===== src/rtl/dlrf_pkg.sv =====
// ----------------------------------------------------------------------------
// dlrf_pkg
// Shared types, widths and constants of the downmix / resampler / framer.
// ----------------------------------------------------------------------------
package dlrf_pkg;

  localparam int SMP_W     = 16;
  localparam int SUM_W     = 19;
  localparam int CNT_W     = 4;
  localparam int STEP_W    = 28;
  localparam int FRAC_W    = 24;
  localparam int MA_W      = 20;
  localparam int MB_W      = 24;
  localparam int P_W       = 45;
  localparam int RCP_SHIFT = 22;
  localparam int ADDR_W    = 3;
  localparam int DATA_W    = 32;

  localparam int FRAME_SAMPLES_DEF = 960;
  localparam int MAX_CHANNELS_DEF  = 8;

  localparam logic [STEP_W-1:0] STEP_MIN   = 28'd2796203;
  localparam logic [STEP_W-1:0] STEP_MAX   = 28'd134217728;
  localparam logic [STEP_W-1:0] STEP_RESET = 28'd16777216;
  localparam logic [STEP_W-1:0] ONE_Q24    = 28'd16777216;
  localparam logic [CNT_W-1:0]  CHAN_RESET = 4'd1;

  localparam logic OP_SAMPLE  = 1'b0;
  localparam logic OP_RESTART = 1'b1;

  localparam logic REG_CHANNEL_COUNT = 1'b0;
  localparam logic REG_RATE_STEP     = 1'b1;

  typedef enum logic [2:0] {
    ST_IDLE,
    ST_AVG_MUL,
    ST_AVG_DONE,
    ST_INT_MUL,
    ST_INT_OUT,
    ST_DISCARD
  } state_t;

  typedef struct packed {
    logic [CNT_W-1:0]  channel_count;
    logic [STEP_W-1:0] rate_step;
  } cfg_t;

  // ceil(2^22 / n), exact floor division for numerators below 2^19
  function automatic logic [MB_W-1:0] rcp(input logic [CNT_W-1:0] n);
    logic [MB_W-1:0] r;
    case (n)
      4'd1:    r = 24'd4194304;
      4'd2:    r = 24'd2097152;
      4'd3:    r = 24'd1398102;
      4'd4:    r = 24'd1048576;
      4'd5:    r = 24'd838861;
      4'd6:    r = 24'd699051;
      4'd7:    r = 24'd599187;
      4'd8:    r = 24'd524288;
      default: r = 24'd4194304;
    endcase
    return r;
  endfunction

endpackage


===== src/rtl/dlrf_mul.sv =====
// ----------------------------------------------------------------------------
// dlrf_mul
// Shared registered multiplier: signed operand times unsigned operand.
// ----------------------------------------------------------------------------
module dlrf_mul (
  input  logic                         clk,
  input  logic signed [dlrf_pkg::MA_W-1:0] op_a,
  input  logic [dlrf_pkg::MB_W-1:0]    op_b,
  output logic signed [dlrf_pkg::P_W-1:0]  prod_r
);
  import dlrf_pkg::*;

  logic signed [P_W-1:0] prod_nxt;

  assign prod_nxt = P_W'(op_a) * P_W'($signed({1'b0, op_b}));

  always_ff @(posedge clk) begin
    prod_r <= prod_nxt;
  end

endmodule


===== src/rtl/dlrf_regs.sv =====
// ----------------------------------------------------------------------------
// dlrf_regs
// Configuration register file behind the APB-style port.
// ----------------------------------------------------------------------------
module dlrf_regs (
  input  logic                          clk,
  input  logic                          rst_n,
  input  logic                          cfg_psel,
  input  logic                          cfg_penable,
  input  logic                          cfg_pwrite,
  input  logic [dlrf_pkg::ADDR_W-1:0]   cfg_paddr,
  input  logic [dlrf_pkg::DATA_W-1:0]   cfg_pwdata,
  output logic [dlrf_pkg::DATA_W-1:0]   cfg_prdata,
  output logic                          cfg_pready,
  output dlrf_pkg::cfg_t                cfg
);
  import dlrf_pkg::*;

  logic [CNT_W-1:0]  chan_r, chan_nxt;
  logic [STEP_W-1:0] step_r, step_nxt;
  logic              wr_en;
  logic              idx;

  assign cfg_pready = 1'b1;
  assign idx        = cfg_paddr[2];
  assign wr_en      = cfg_psel & cfg_penable & cfg_pwrite & cfg_pready;

  always_comb begin
    chan_nxt = chan_r;
    step_nxt = step_r;
    if (wr_en) begin
      case (idx)
        REG_CHANNEL_COUNT: chan_nxt = cfg_pwdata[CNT_W-1:0];
        REG_RATE_STEP:     step_nxt = cfg_pwdata[STEP_W-1:0];
        default:           chan_nxt = chan_r;
      endcase
    end
  end

  always_ff @(posedge clk) begin
    if (!rst_n) begin
      chan_r <= CHAN_RESET;
      step_r <= STEP_RESET;
    end else begin
      chan_r <= chan_nxt;
      step_r <= step_nxt;
    end
  end

  always_comb begin
    case (idx)
      REG_CHANNEL_COUNT: cfg_prdata = DATA_W'(chan_r);
      REG_RATE_STEP:     cfg_prdata = DATA_W'(step_r);
      default:           cfg_prdata = '0;
    endcase
  end

  assign cfg.channel_count = chan_r;
  assign cfg.rate_step     = step_r;

endmodule


===== src/rtl/dlrf_ctrl.sv =====
// ----------------------------------------------------------------------------
// dlrf_ctrl
// Sequencer and datapath: downmix, interpolation cursor, framing, output reg.
// ----------------------------------------------------------------------------
module dlrf_ctrl #(
  parameter int FRAME_SAMPLES = dlrf_pkg::FRAME_SAMPLES_DEF,
  parameter int MAX_CHANNELS  = dlrf_pkg::MAX_CHANNELS_DEF
) (
  input  logic                              clk,
  input  logic                              rst_n,
  input  dlrf_pkg::cfg_t                    cfg,
  input  logic                              in_tvalid,
  output logic                              in_tready,
  input  logic                              in_opcode,
  input  logic signed [dlrf_pkg::SMP_W-1:0] in_sample,
  output logic                              out_tvalid,
  input  logic                              out_tready,
  output logic [dlrf_pkg::SMP_W-1:0]        out_sample,
  output logic                              out_frame_end,
  output logic                              out_frame_discard,
  output logic                              out_last,
  output logic signed [dlrf_pkg::MA_W-1:0]  mul_a,
  output logic [dlrf_pkg::MB_W-1:0]         mul_b,
  input  logic signed [dlrf_pkg::P_W-1:0]   mul_p
);
  import dlrf_pkg::*;

  localparam int IDX_W = (MAX_CHANNELS > 1) ? $clog2(MAX_CHANNELS) : 1;
  localparam int FC_W  = $clog2(FRAME_SAMPLES + 1);
  localparam logic [CNT_W-1:0] MAX_CH   = CNT_W'(MAX_CHANNELS);
  localparam logic [FC_W-1:0]  FC_LAST  = FC_W'(FRAME_SAMPLES - 1);

  state_t                   state_r, state_nxt;
  logic [IDX_W-1:0]         idx_r, idx_nxt;
  logic signed [SUM_W-1:0]  sum_r, sum_nxt;
  logic signed [SMP_W-1:0]  prev_r, prev_nxt;
  logic signed [SMP_W-1:0]  mono_r, mono_nxt;
  logic                     have_prev_r, have_prev_nxt;
  logic [STEP_W-1:0]        cursor_r, cursor_nxt;
  logic [FC_W-1:0]          fc_r, fc_nxt;

  logic                     ovld_r, ovld_nxt;
  logic [SMP_W-1:0]         osmp_r, osmp_nxt;
  logic                     oend_r, oend_nxt;
  logic                     odisc_r, odisc_nxt;
  logic                     olast_r, olast_nxt;

  logic [CNT_W-1:0]         chans;
  logic [STEP_W-1:0]        step;
  logic                     out_free;
  logic                     accept;
  logic signed [SUM_W-1:0]  sum_add;
  logic [SUM_W-1:0]         mag;
  logic [SUM_W-1:0]         num;
  logic [SMP_W:0]           quot;
  logic signed [SMP_W:0]    avg;
  logic signed [SMP_W:0]    diff;
  logic signed [P_W-1:0]    interp;
  logic [STEP_W-1:0]        cursor_adv;

  always_comb begin
    if (cfg.channel_count == '0) begin
      chans = CNT_W'(1);
    end else if (cfg.channel_count > MAX_CH) begin
      chans = MAX_CH;
    end else begin
      chans = cfg.channel_count;
    end
    if (cfg.rate_step < STEP_MIN) begin
      step = STEP_MIN;
    end else if (cfg.rate_step > STEP_MAX) begin
      step = STEP_MAX;
    end else begin
      step = cfg.rate_step;
    end
  end

  assign in_tready  = (state_r == ST_IDLE);
  assign accept     = in_tvalid & in_tready;
  assign out_free   = ~ovld_r | out_tready;
  assign sum_add    = sum_r + SUM_W'(in_sample);
  assign mag        = sum_r[SUM_W-1] ? SUM_W'(-sum_r) : SUM_W'(sum_r);
  assign num        = mag + SUM_W'(chans >> 1);
  assign quot       = mul_p[RCP_SHIFT +: SMP_W+1];
  assign avg        = sum_r[SUM_W-1] ? -$signed(quot) : $signed(quot);
  assign diff       = (SMP_W+1)'(mono_r) - (SMP_W+1)'(prev_r);
  assign interp     = $signed({{(P_W-SMP_W-FRAC_W){prev_r[SMP_W-1]}}, prev_r, {FRAC_W{1'b0}}})
                      + mul_p + P_W'(1 << (FRAC_W - 1));
  assign cursor_adv = cursor_r + step;

  // shared multiplier operands
  always_comb begin
    case (state_r)
      ST_INT_MUL, ST_INT_OUT: begin
        mul_a = MA_W'(diff);
        mul_b = cursor_r[FRAC_W-1:0];
      end
      default: begin
        mul_a = $signed({1'b0, num});
        mul_b = rcp(chans);
      end
    endcase
  end

  always_comb begin
    state_nxt     = state_r;
    idx_nxt       = idx_r;
    sum_nxt       = sum_r;
    prev_nxt      = prev_r;
    mono_nxt      = mono_r;
    have_prev_nxt = have_prev_r;
    cursor_nxt    = cursor_r;
    fc_nxt        = fc_r;
    ovld_nxt      = ovld_r & ~out_tready;
    osmp_nxt      = osmp_r;
    oend_nxt      = oend_r;
    odisc_nxt     = odisc_r;
    olast_nxt     = olast_r;

    case (state_r)
      ST_IDLE: begin
        if (accept) begin
          if (in_opcode == OP_RESTART) begin
            idx_nxt       = '0;
            sum_nxt       = '0;
            prev_nxt      = '0;
            have_prev_nxt = 1'b0;
            cursor_nxt    = '0;
            fc_nxt        = '0;
            if (fc_r != '0) begin
              state_nxt = ST_DISCARD;
            end
          end else begin
            sum_nxt = sum_add;
            if ((CNT_W'(idx_r) + CNT_W'(1)) < chans) begin
              idx_nxt = idx_r + IDX_W'(1);
            end else begin
              state_nxt = ST_AVG_MUL;
            end
          end
        end
      end
      ST_AVG_MUL: begin
        state_nxt = ST_AVG_DONE;
      end
      ST_AVG_DONE: begin
        sum_nxt = '0;
        idx_nxt = '0;
        if (!have_prev_r) begin
          prev_nxt      = avg[SMP_W-1:0];
          have_prev_nxt = 1'b1;
          state_nxt     = ST_IDLE;
        end else if (cursor_r >= ONE_Q24) begin
          cursor_nxt = cursor_r - ONE_Q24;
          prev_nxt   = avg[SMP_W-1:0];
          state_nxt  = ST_IDLE;
        end else begin
          mono_nxt  = avg[SMP_W-1:0];
          state_nxt = ST_INT_MUL;
        end
      end
      ST_INT_MUL: begin
        state_nxt = ST_INT_OUT;
      end
      ST_INT_OUT: begin
        if (out_free) begin
          ovld_nxt  = 1'b1;
          osmp_nxt  = interp[FRAC_W +: SMP_W];
          odisc_nxt = 1'b0;
          olast_nxt = (cursor_adv >= ONE_Q24);
          if (fc_r == FC_LAST) begin
            oend_nxt = 1'b1;
            fc_nxt   = '0;
          end else begin
            oend_nxt = 1'b0;
            fc_nxt   = fc_r + FC_W'(1);
          end
          if (cursor_adv >= ONE_Q24) begin
            cursor_nxt = cursor_adv - ONE_Q24;
            prev_nxt   = mono_r;
            state_nxt  = ST_IDLE;
          end else begin
            cursor_nxt = cursor_adv;
            state_nxt  = ST_INT_MUL;
          end
        end
      end
      ST_DISCARD: begin
        if (out_free) begin
          ovld_nxt  = 1'b1;
          osmp_nxt  = '0;
          oend_nxt  = 1'b0;
          odisc_nxt = 1'b1;
          olast_nxt = 1'b1;
          state_nxt = ST_IDLE;
        end
      end
      default: begin
        state_nxt = ST_IDLE;
      end
    endcase
  end

  always_ff @(posedge clk) begin
    if (!rst_n) begin
      state_r     <= ST_IDLE;
      idx_r       <= '0;
      sum_r       <= '0;
      prev_r      <= '0;
      have_prev_r <= 1'b0;
      cursor_r    <= '0;
      fc_r        <= '0;
      ovld_r      <= 1'b0;
    end else begin
      state_r     <= state_nxt;
      idx_r       <= idx_nxt;
      sum_r       <= sum_nxt;
      prev_r      <= prev_nxt;
      have_prev_r <= have_prev_nxt;
      cursor_r    <= cursor_nxt;
      fc_r        <= fc_nxt;
      ovld_r      <= ovld_nxt;
    end
  end

  always_ff @(posedge clk) begin
    mono_r  <= mono_nxt;
    osmp_r  <= osmp_nxt;
    oend_r  <= oend_nxt;
    odisc_r <= odisc_nxt;
    olast_r <= olast_nxt;
  end

  assign out_tvalid        = ovld_r;
  assign out_sample        = osmp_r;
  assign out_frame_end     = oend_r;
  assign out_frame_discard = odisc_r;
  assign out_last          = olast_r;

endmodule


===== src/rtl/downmix_linear_resampler_framer_core.sv =====
// ----------------------------------------------------------------------------
// downmix_linear_resampler_framer_core
// Interleaved PCM to mono downmix, linear-interpolation rate converter and
// framer with an APB-style configuration port.
// ----------------------------------------------------------------------------
// One channel sample is taken per input transaction. A sample that does not
// close a native frame leaves the sequencer in ST_IDLE. One that closes a
// native frame passes through ST_AVG_MUL and ST_AVG_DONE for the rounded
// average (a reciprocal multiply on the one shared multiplier), then through
// ST_INT_MUL and ST_INT_OUT per interpolated output on that same multiplier
// (n from 0 to 6 outputs), longer while out_tready low holds the output
// register. A restart passes through ST_DISCARD when a discard report is
// sent. The input is not ready while a sample is in work; a finished output
// waits in its own register while the next transaction is taken.
module downmix_linear_resampler_framer_core #(
  parameter int FRAME_SAMPLES = dlrf_pkg::FRAME_SAMPLES_DEF,
  parameter int MAX_CHANNELS  = dlrf_pkg::MAX_CHANNELS_DEF
) (
  input  logic                        clk,
  input  logic                        rst_n,
  input  logic                        in_tvalid,
  output logic                        in_tready,
  input  logic [15:0]                 in_tdata,    // [15:0] sample
  input  logic [0:0]                  in_tuser,    // [0] opcode
  output logic                        out_tvalid,
  input  logic                        out_tready,
  output logic [15:0]                 out_tdata,   // [15:0] out_sample
  output logic [1:0]                  out_tuser,   // [0] frame_end, [1] frame_discard
  output logic                        out_tlast,
  input  logic                        cfg_psel,
  input  logic                        cfg_penable,
  input  logic                        cfg_pwrite,
  input  logic [dlrf_pkg::ADDR_W-1:0] cfg_paddr,
  input  logic [dlrf_pkg::DATA_W-1:0] cfg_pwdata,
  output logic [dlrf_pkg::DATA_W-1:0] cfg_prdata,
  output logic                        cfg_pready
);
  import dlrf_pkg::*;

  cfg_t                   cfg;
  logic signed [MA_W-1:0] mul_a;
  logic [MB_W-1:0]        mul_b;
  logic signed [P_W-1:0]  mul_p;
  logic                   frame_end;
  logic                   frame_discard;

  dlrf_regs u_regs (
    .clk         (clk),
    .rst_n       (rst_n),
    .cfg_psel    (cfg_psel),
    .cfg_penable (cfg_penable),
    .cfg_pwrite  (cfg_pwrite),
    .cfg_paddr   (cfg_paddr),
    .cfg_pwdata  (cfg_pwdata),
    .cfg_prdata  (cfg_prdata),
    .cfg_pready  (cfg_pready),
    .cfg         (cfg)
  );

  dlrf_mul u_mul (
    .clk    (clk),
    .op_a   (mul_a),
    .op_b   (mul_b),
    .prod_r (mul_p)
  );

  dlrf_ctrl #(
    .FRAME_SAMPLES (FRAME_SAMPLES),
    .MAX_CHANNELS  (MAX_CHANNELS)
  ) u_ctrl (
    .clk               (clk),
    .rst_n             (rst_n),
    .cfg               (cfg),
    .in_tvalid         (in_tvalid),
    .in_tready         (in_tready),
    .in_opcode         (in_tuser[0]),
    .in_sample         ($signed(in_tdata)),
    .out_tvalid        (out_tvalid),
    .out_tready        (out_tready),
    .out_sample        (out_tdata),
    .out_frame_end     (frame_end),
    .out_frame_discard (frame_discard),
    .out_last          (out_tlast),
    .mul_a             (mul_a),
    .mul_b             (mul_b),
    .mul_p             (mul_p)
  );

  assign out_tuser = {frame_discard, frame_end};

endmodule


===== config.mk =====
export PLATFORM = sky130hd
export DESIGN_NAME = downmix_linear_resampler_framer_core
export DESIGN_NICKNAME = d
export VERILOG_FILES = /design/src/rtl/dlrf_pkg.sv /design/src/rtl/dlrf_mul.sv /design/src/rtl/dlrf_regs.sv /design/src/rtl/dlrf_ctrl.sv /design/src/rtl/downmix_linear_resampler_framer_core.sv
export SDC_FILE = /design/constraint.sdc
export NUM_CORES = 2
export LEC_CHECK = 0
export BUFFER_PORTS_ARGS = -buffer_cell sky130_fd_sc_hd__buf_2
export CELL_PAD_IN_SITES_DETAIL_PLACEMENT = 2
export CELL_PAD_IN_SITES_GLOBAL_PLACEMENT = 2
export CORE_AREA = 4 4 359 219
export CTS_CLUSTER_SIZE = 20
export DETAILED_ROUTE_END_ITERATION = 6
export DIE_AREA = 0 0 363 223
export PLACE_DENSITY = 0.9
export SYNTH_ARGS = -nofsm -noshare
export SYNTH_HDL_FRONTEND = slang
export SYNTH_SLANG_ARGS = --single-unit

===== constraint.sdc =====
create_clock -name clk -period 10.5 [get_ports clk]
set_input_delay 2.1 -clock clk [delete_from_list [all_inputs] [get_ports clk]]
set_output_delay 2.1 -clock clk [all_outputs]
set_load 0.01 [all_outputs]

**After elaboration in Yosys (flattened, before gate mapping)**

Memory sizes are Yosys's and may differ from the RTL's.
Index checks and enable logic that the tools add are counted.

- Flip-flop bits (word level): 188
- Bits of input ports: 59
- Memories: 1
- Output and inout port bits: 54
- Bits in read-only memories: 368

Memory list:

| memory | words | bits a word | rd ports | clocked after memory_dff | write ports | RTL line | source |
|---|---|---|---|---|---|---|---|
| (no name shown) | 16 | 23 | 1 | 0 | 0 | dlrf_pkg.sv:51 | `case (n)` |

- Add/sub/neg operators: 13
- Muxes and demuxes: 61
- Eq/ne operators: 17
- Reductions and logical operators: 20
- Multipliers: 1
- Bitwise operators: 9
- Magnitude comparators: 6

Operators with widths:

| operator | count |
|---|---|
| $mux 28 | 8 |
| $mux 16 | 9 |
| $pmux 28 s3 | 1 |
| $pmux 32 s2 | 1 |
| $mux 19 | 3 |
| $ge 28x25->1 const B | 2 |
| $sub 28x25->28 const B | 2 |
| $pmux 16 s3 | 1 |
| $add 40x25->40 const B | 1 |
| $add 40x40->40 | 1 |
| $mul 20x25->40 | 1 |
| $mux 10 | 4 |
| $pmux 19 s2 | 1 |
| $pmux 16 s2 | 1 |
| $mux 3 | 10 |
| $add 28x28->28 | 1 |
| $gt 28x28->1 const B | 1 |
| $lt 28x22->1 const B | 1 |
| $mux 24 | 1 |
| $mux 20 | 1 |
| $pmux 10 s2 | 1 |
| $add 19x16->19 | 1 |
| $add 19x3->19 | 1 |
| $neg 19->19 | 1 |
| other kinds (34) | 72 |

**Logic depth before layout (Yosys ltp)**

- Depth in word-level cells: 8
- Gate-level depth with buffers: 41
- Gate-level depth less buffers: 40

**Cells and area by module**

A second synthesis with hierarchy kept.

- Cell total of the unflattened synthesis: 3533
- Area total of the unflattened synthesis: 30102.6 um^2

Modules (own cells, without submodules):

| module | cells each | area an instance (um^2) | times used | sequential area each (um^2) |
|---|---|---|---|---|
| dlrf_mul | 1923 | 17317.9 | 1 | 900.9 |
| dlrf_ctrl | 1433 | 11210.8 | 1 | 2672.6 |
| dlrf_regs | 175 | 1559.0 | 1 | 640.6 |
| downmix_linear_resampler_framer_core | 2 | 15.0 | 1 | 0.0 |

**Worst setup path after synthesis**

No wires, ideal clock.

- Path type: register to register
- Start point: reg u_ctrl.sum_r[18]
- End point: reg u_mul.prod_r[39] in the netlist's numbering
- Required time: 10.428 ns
- Period minus slack after synthesis: 9.937 ns
- Arrival time: 9.865 ns
- Setup slack: 0.563 ns
- Cell stages (with the launch flop): 39
- Cell sequence: dfxtp_1 -> clkbuf_1 -> clkbuf_1 -> clkbuf_1 -> o21ai_0 -> ha_1 -> a21o_1 -> a21oi_1 -> or2_2 -> nor4_1 -> nand3_1 -> xnor2_1 -> a21oi_1 -> clkbuf_1 -> nand2_1 -> fa_1 -> inv_1 -> fa_1 -> [3 not listed] -> fa_1 -> fa_1 -> fa_1 -> inv_1 -> fa_1 -> inv_1 -> ha_1 -> a21o_1 -> a21o_1 -> a211oi_1 -> o21a_1 -> a2bb2oi_1 -> o211ai_1 -> nand4_1 -> a31oi_1 -> or3_1 -> a21oi_1 -> xnor2_1

- Word-level cells in the longest chain between the ends: 5

Ends and longest elaborated chain:

| element | RTL line | source |
|---|---|---|
| start, declared | dlrf_ctrl.sv:35 | `logic signed [SUM_W-1:0] sum_r, sum_nxt;` |
| start signal, assigned | dlrf_ctrl.sv:217 | `sum_r <= sum_nxt;` |
| $neg 19->19 | dlrf_ctrl.sv:82 | `assign mag = sum_r[SUM_W-1] ? SUM_W'(-sum_r) : SUM_W'(sum_r);` |
| $mux 19 * | dlrf_ctrl.sv:82 |  |
| $add 19x3->19 * | dlrf_ctrl.sv:83 | `assign num = mag + SUM_W'(chans >> 1);` |
| $mux 20 * | dlrf_ctrl.sv:93 | `case (state_r)` |
| $mul 20x25->40 * | dlrf_mul.sv:15 | `assign prod_nxt = P_W'(op_a) * P_W'($signed({1'b0, op_b}));` |
| net u_mul.prod_nxt[39] | dlrf_mul.sv:13 | `logic signed [P_W-1:0] prod_nxt;` |
| end signal, assigned | dlrf_mul.sv:18 | `prod_r <= prod_nxt;` |
| end, declared | dlrf_mul.sv:9 | `output logic signed [dlrf_pkg::P_W-1:0] prod_r` |

The timed path passes the listed nets; every way through them passes the cells marked *.
A chain may end at the register's enable or synchronous reset.

**Final worst setup path**

- Start point: reg u_ctrl.sum_r[1]
- End point: reg u_mul.prod_r[37] in the netlist's numbering

Same word-level chain as after synthesis.

==> metrics list <==
* Status: complete, but fails checks
- Violations in the final reports: negative setup slack
- DR vias: 27,406
- Global routing usage summed across all routing layers: 0.339
- The detailed router finished its first iteration with 3,664 violations.
- First-pass iteration count of the detailed router: 6
- The die is 223 um tall.
- For the pin with the worst max-slew slack, the measured transition is 1.39 ns.
* Share of the synthesized area in the top cell type: 0.292
- Setup violations remaining at the end of the flow were counted as 11.
- Number of antenna violations at the first check in global routing: 8
* Mean instance size in the synthesized netlist: 8.31 um^2
- The path class of the tightest hold or removal check is reg2reg.
* Sequential cell area fraction in the yosys report: 0.136
* Element type at the critical path end: flop
- Detailed placement ended at an HPWL of 102,000 um.
- The worst register-to-register path begins at u_ctrl.sum_r[1].
* Area growth from synthesis to final layout: 12.3%
- The number of max-slew violations in the final report was 0.
* Synth cell types: 86
* Root buffer cell: sky130_fd_sc_hd__clkbuf_16
- Across the run, the number of max-cap violations was 0.
- The floorplan has 78 rows.
- Crit-path most repeated cell: sky130_fd_sc_hd__fa_1
- Initial core utilization: 0.358
* Worst-skew pair later-pin latency: 0.53 ns
- In the finished design, the share of the clock period the worst path needs comes to 1.04.
* Sink of the worst hold path: u_regs.step_r[18]
* Average detailed-routed wire length per instance: 33.0 um
- Horiz. Die Dim: 363 um
* Post-synth EDFFs: 35
- In this run the worst path has a maximum fanout of 14.
* Worst slew slack as a fraction of its limit: 0.0761
- The routed design could run at a clock period as short as 10.89 ns.
- Vias per Instance: 6.28
* Leak pwr: 14.8 nW
- In this run the critical register-to-register path is captured at u_mul.prod_r[37].
- Fraction of final layout cells sized beyond drive strength 1: 0.113
* Post-route setup slack: -0.391 ns
* TritonCTS clock tree: done
* Worst setup skew after layout: 0.0325 ns
- Along the worst hold path, the cell count comes to 2.
- Largest voltage drop on the vdd net: 0.0929 mV
* Total global routing overflow: 0
- At the end of the flow the core is filled with cells to 0.402.
- Entering global routing, the biggest net connects 74 pins.
- Biggest area contributors in the synthesized netlist: sky130_fd_sc_hd__fa_1, sky130_fd_sc_hd__ha_1, sky130_fd_sc_hd__dfxtp_1, sky130_fd_sc_hd__inv_1, sky130_fd_sc_hd__nand2_1
- Area inside the core boundary: 75,200 um^2
* Clock Tree Buf Depth: 3
- The number of global-route vias before repair was 30,267.
- Highest Clock Rate: 91.8 MHz
* Routed wire length: 144,000 um
- After the last flow step, the layout net total stands at 4,049.
- Count of input and output buffers: 101
- Share of flip-flops with an asynchronous set or reset after synthesis: 0
- Yosys top cell by area: sky130_fd_sc_hd__fa_1
- The final-report hold violation count came to 0.
- Startpoint of the most critical hold path: u_regs.step_r[18]
- In the synthesized netlist, the cells that appear most often are sky130_fd_sc_hd__inv_1, sky130_fd_sc_hd__nand2_1, sky130_fd_sc_hd__fa_1.
* Wire length of the first global-routing pass: 205,000 um
- Gate count after technology mapping: 3,238
* Number of buffers created by CTS: 25
- Among all cell types in the netlist, the one instantiated most often is sky130_fd_sc_hd__inv_1.
- CTS H-tree lvls: 4
- YS warnings: 0
- Number of clock sinks: 166
- For this run, design rule violations remaining after detail routing come to 0.
- Data arrival, critical path: 11.29 ns
- Critical path launch point type: flop
* Number of nets with antenna violations after detailed routing: 0
- Crit Path Category: reg2reg
- Die area: 80,900 um^2
- Routability-driven placement congestion ratio: 0.982
* Highest cell delay on the worst timing path: 0.64 ns
- Highest-delay cell along the critical path: sky130_fd_sc_hd__fa_2
- After clock tree synthesis, the clock-pin slew on the worst setup and hold paths is 0.08 ns.
- Req. time, crit path: 10.90 ns
- After synthesis the cells add up to 26,900 um^2.
- In this run the power density over the cells is 126 nW/um^2.
- In this run the register-to-register setup slack is -0.39 ns.
- Synthesis inferred 166 register bits.
* I/O pins: 113
- Reg2Reg Depth: 37
- Ys flop type: sky130_fd_sc_hd__dfxtp_1
* Pre-CTS setup slack: -0.252 ns
## routing by layer
layer,part of all wire,up-vias,GRT usage,wire length (um)
li1,-,10701,-,-
met2,0.44,1880,0.534,63600
met1,0.39,14138,0.429,55800
met3,0.11,677,0.103,15500
met5,0.00070,-,0,100
met4,0.062,10,0.150,8860
## final cells by class
class / count / area, um^2
Fill cell: 8371 / 45000
Multi-Input combinational cell: 2414 / 21100
Sequential cell: 166 / 3670
Inverter: 518 / 1950
Timing Repair Buffer: 231 / 1540
Tap cell: 1000 / 1250
Clock buffer: 29 / 661
Clock inverter: 4 / 51.3
Antenna cell: 1 / 2.50
## worst max path at each step
stage	cells after the start	to	start	slack, ns
floorplan	38	u_mul.prod_r[39]	u_ctrl.sum_r[18]	0.56
global placement	38	u_mul.prod_r[39]	u_ctrl.mono_r[0]	0.33
detailed placement	40	u_mul.prod_r[31]	u_ctrl.mono_r[0]	-0.25
CTS	39	u_mul.prod_r[31]	u_ctrl.prev_r[1]	0.02
global route	38	u_mul.prod_r[33]	u_ctrl.sum_r[1]	-0.41
finish	37	u_mul.prod_r[37]	u_ctrl.sum_r[1]	-0.39
## worst max-delay path, delay by kind of cell, from the launching register on
kind / cells / cell delay [ns]
buffers and inverters: 9 / 1.28
adder cells (fa/ha/maj): 10 / 5.04
flip-flops: 1 / 0.42
AND/OR/NAND/NOR: 11 / 2.14
AO/OA/AOI/OAI: 6 / 1.48
XOR/XNOR: 1 / 0.33
## per-stage QoR
step | hold WS [ns] | setup TNS, ns | area [um^2] | instances | power [mW]
4_1_cts | 0.538 | 0 | 29900 | 4350 | 3.64
5_1_grt | 0.572 | -3.34 | 30200 | 4363 | 3.92
2_1_floorplan | 0.444 | 0 | 26900 | 3241 | 1.94
3_3_place_gp | 0.469 | 0 | 29100 | 4314 | 2.56
3_5_place_dp | 0.521 | -0.992 | 29100 | 4314 | 2.74
6_report | 0.542 | -2.74 | 30200 | 4363 | 3.81
## state kept, by name, summed over array words and instances (netlist names)
| name | flops |
|---|---|
| u_ctrl.cursor_r | 28 |
| u_ctrl.fc_r | 10 |
| u_ctrl.have_prev_r | 1 |
| u_ctrl.idx_r | 3 |
| u_ctrl.mono_r | 16 |
| u_ctrl.out_frame_discard | 1 |
| u_ctrl.out_frame_end | 1 |
| u_ctrl.out_last | 1 |
| u_ctrl.out_sample | 16 |
| u_ctrl.out_tvalid | 1 |
| u_ctrl.prev_r | 16 |
| u_ctrl.state_r | 3 |
| u_ctrl.sum_r | 19 |
| u_mul.prod_r | 18 |
| u_regs.chan_r | 4 |
| u_regs.step_r | 28 |
## power by group
part	switching, mW	total (mW)	leakage, nW	internal [mW]
Clock	0.343	0.810	0.347	0.468
Combinational	1.44	2.12	13.1	0.680
Sequential	0.130	0.883	1.39	0.753
Total	1.91	3.81	14.8	1.90
## cells in the final DEF (no fill, tap or decap), types with 19 or more instances in the layout
cell	count
sky130_fd_sc_hd__edfxtp_1	35
sky130_fd_sc_hd__ha_1	239
sky130_fd_sc_hd__o21ai_0	70
sky130_fd_sc_hd__dfxtp_1	131
sky130_fd_sc_hd__a21o_1	64
sky130_fd_sc_hd__nor2_1	319
sky130_fd_sc_hd__nor4_1	19
sky130_fd_sc_hd__and2_1	68
sky130_fd_sc_hd__nand4_1	22
sky130_fd_sc_hd__inv_1	515
sky130_fd_sc_hd__nor2b_1	24
sky130_fd_sc_hd__nand3_1	46
sky130_fd_sc_hd__xnor2_1	70
sky130_fd_sc_hd__or3_1	26
sky130_fd_sc_hd__nand2b_1	23
sky130_fd_sc_hd__nor3_1	37
sky130_fd_sc_hd__xor2_1	45
sky130_fd_sc_hd__buf_4	123
sky130_fd_sc_hd__a22oi_1	45
sky130_fd_sc_hd__nand2_1	438
sky130_fd_sc_hd__buf_2	101
sky130_fd_sc_hd__a21oi_1	143
sky130_fd_sc_hd__fa_1	388
sky130_fd_sc_hd__clkbuf_16	25
## logic make-up (layout without fill, tap and decap cells)
family,Yosys count,count (layout),synth area share
AO/OA/AOI/OAI,533,533,0.135
XOR/XNOR,120,120,0.0390
other,2,6,0.000279
flip-flops,166,166,0.136
buffers and inverters,661,782,0.0940
adder cells (fa/ha/maj),634,634,0.404
multiplexers,15,15,0.00581
AND/OR/NAND/NOR,1107,1107,0.185
## timing repair
action                     CTS  global route
setup endpoints to repair   12            12
pin swaps                    3            20
resized for setup           11            60
hold buffers                 0             0
setup buffers                3            12
Note: power is estimated with default switching activity, not from simulation.
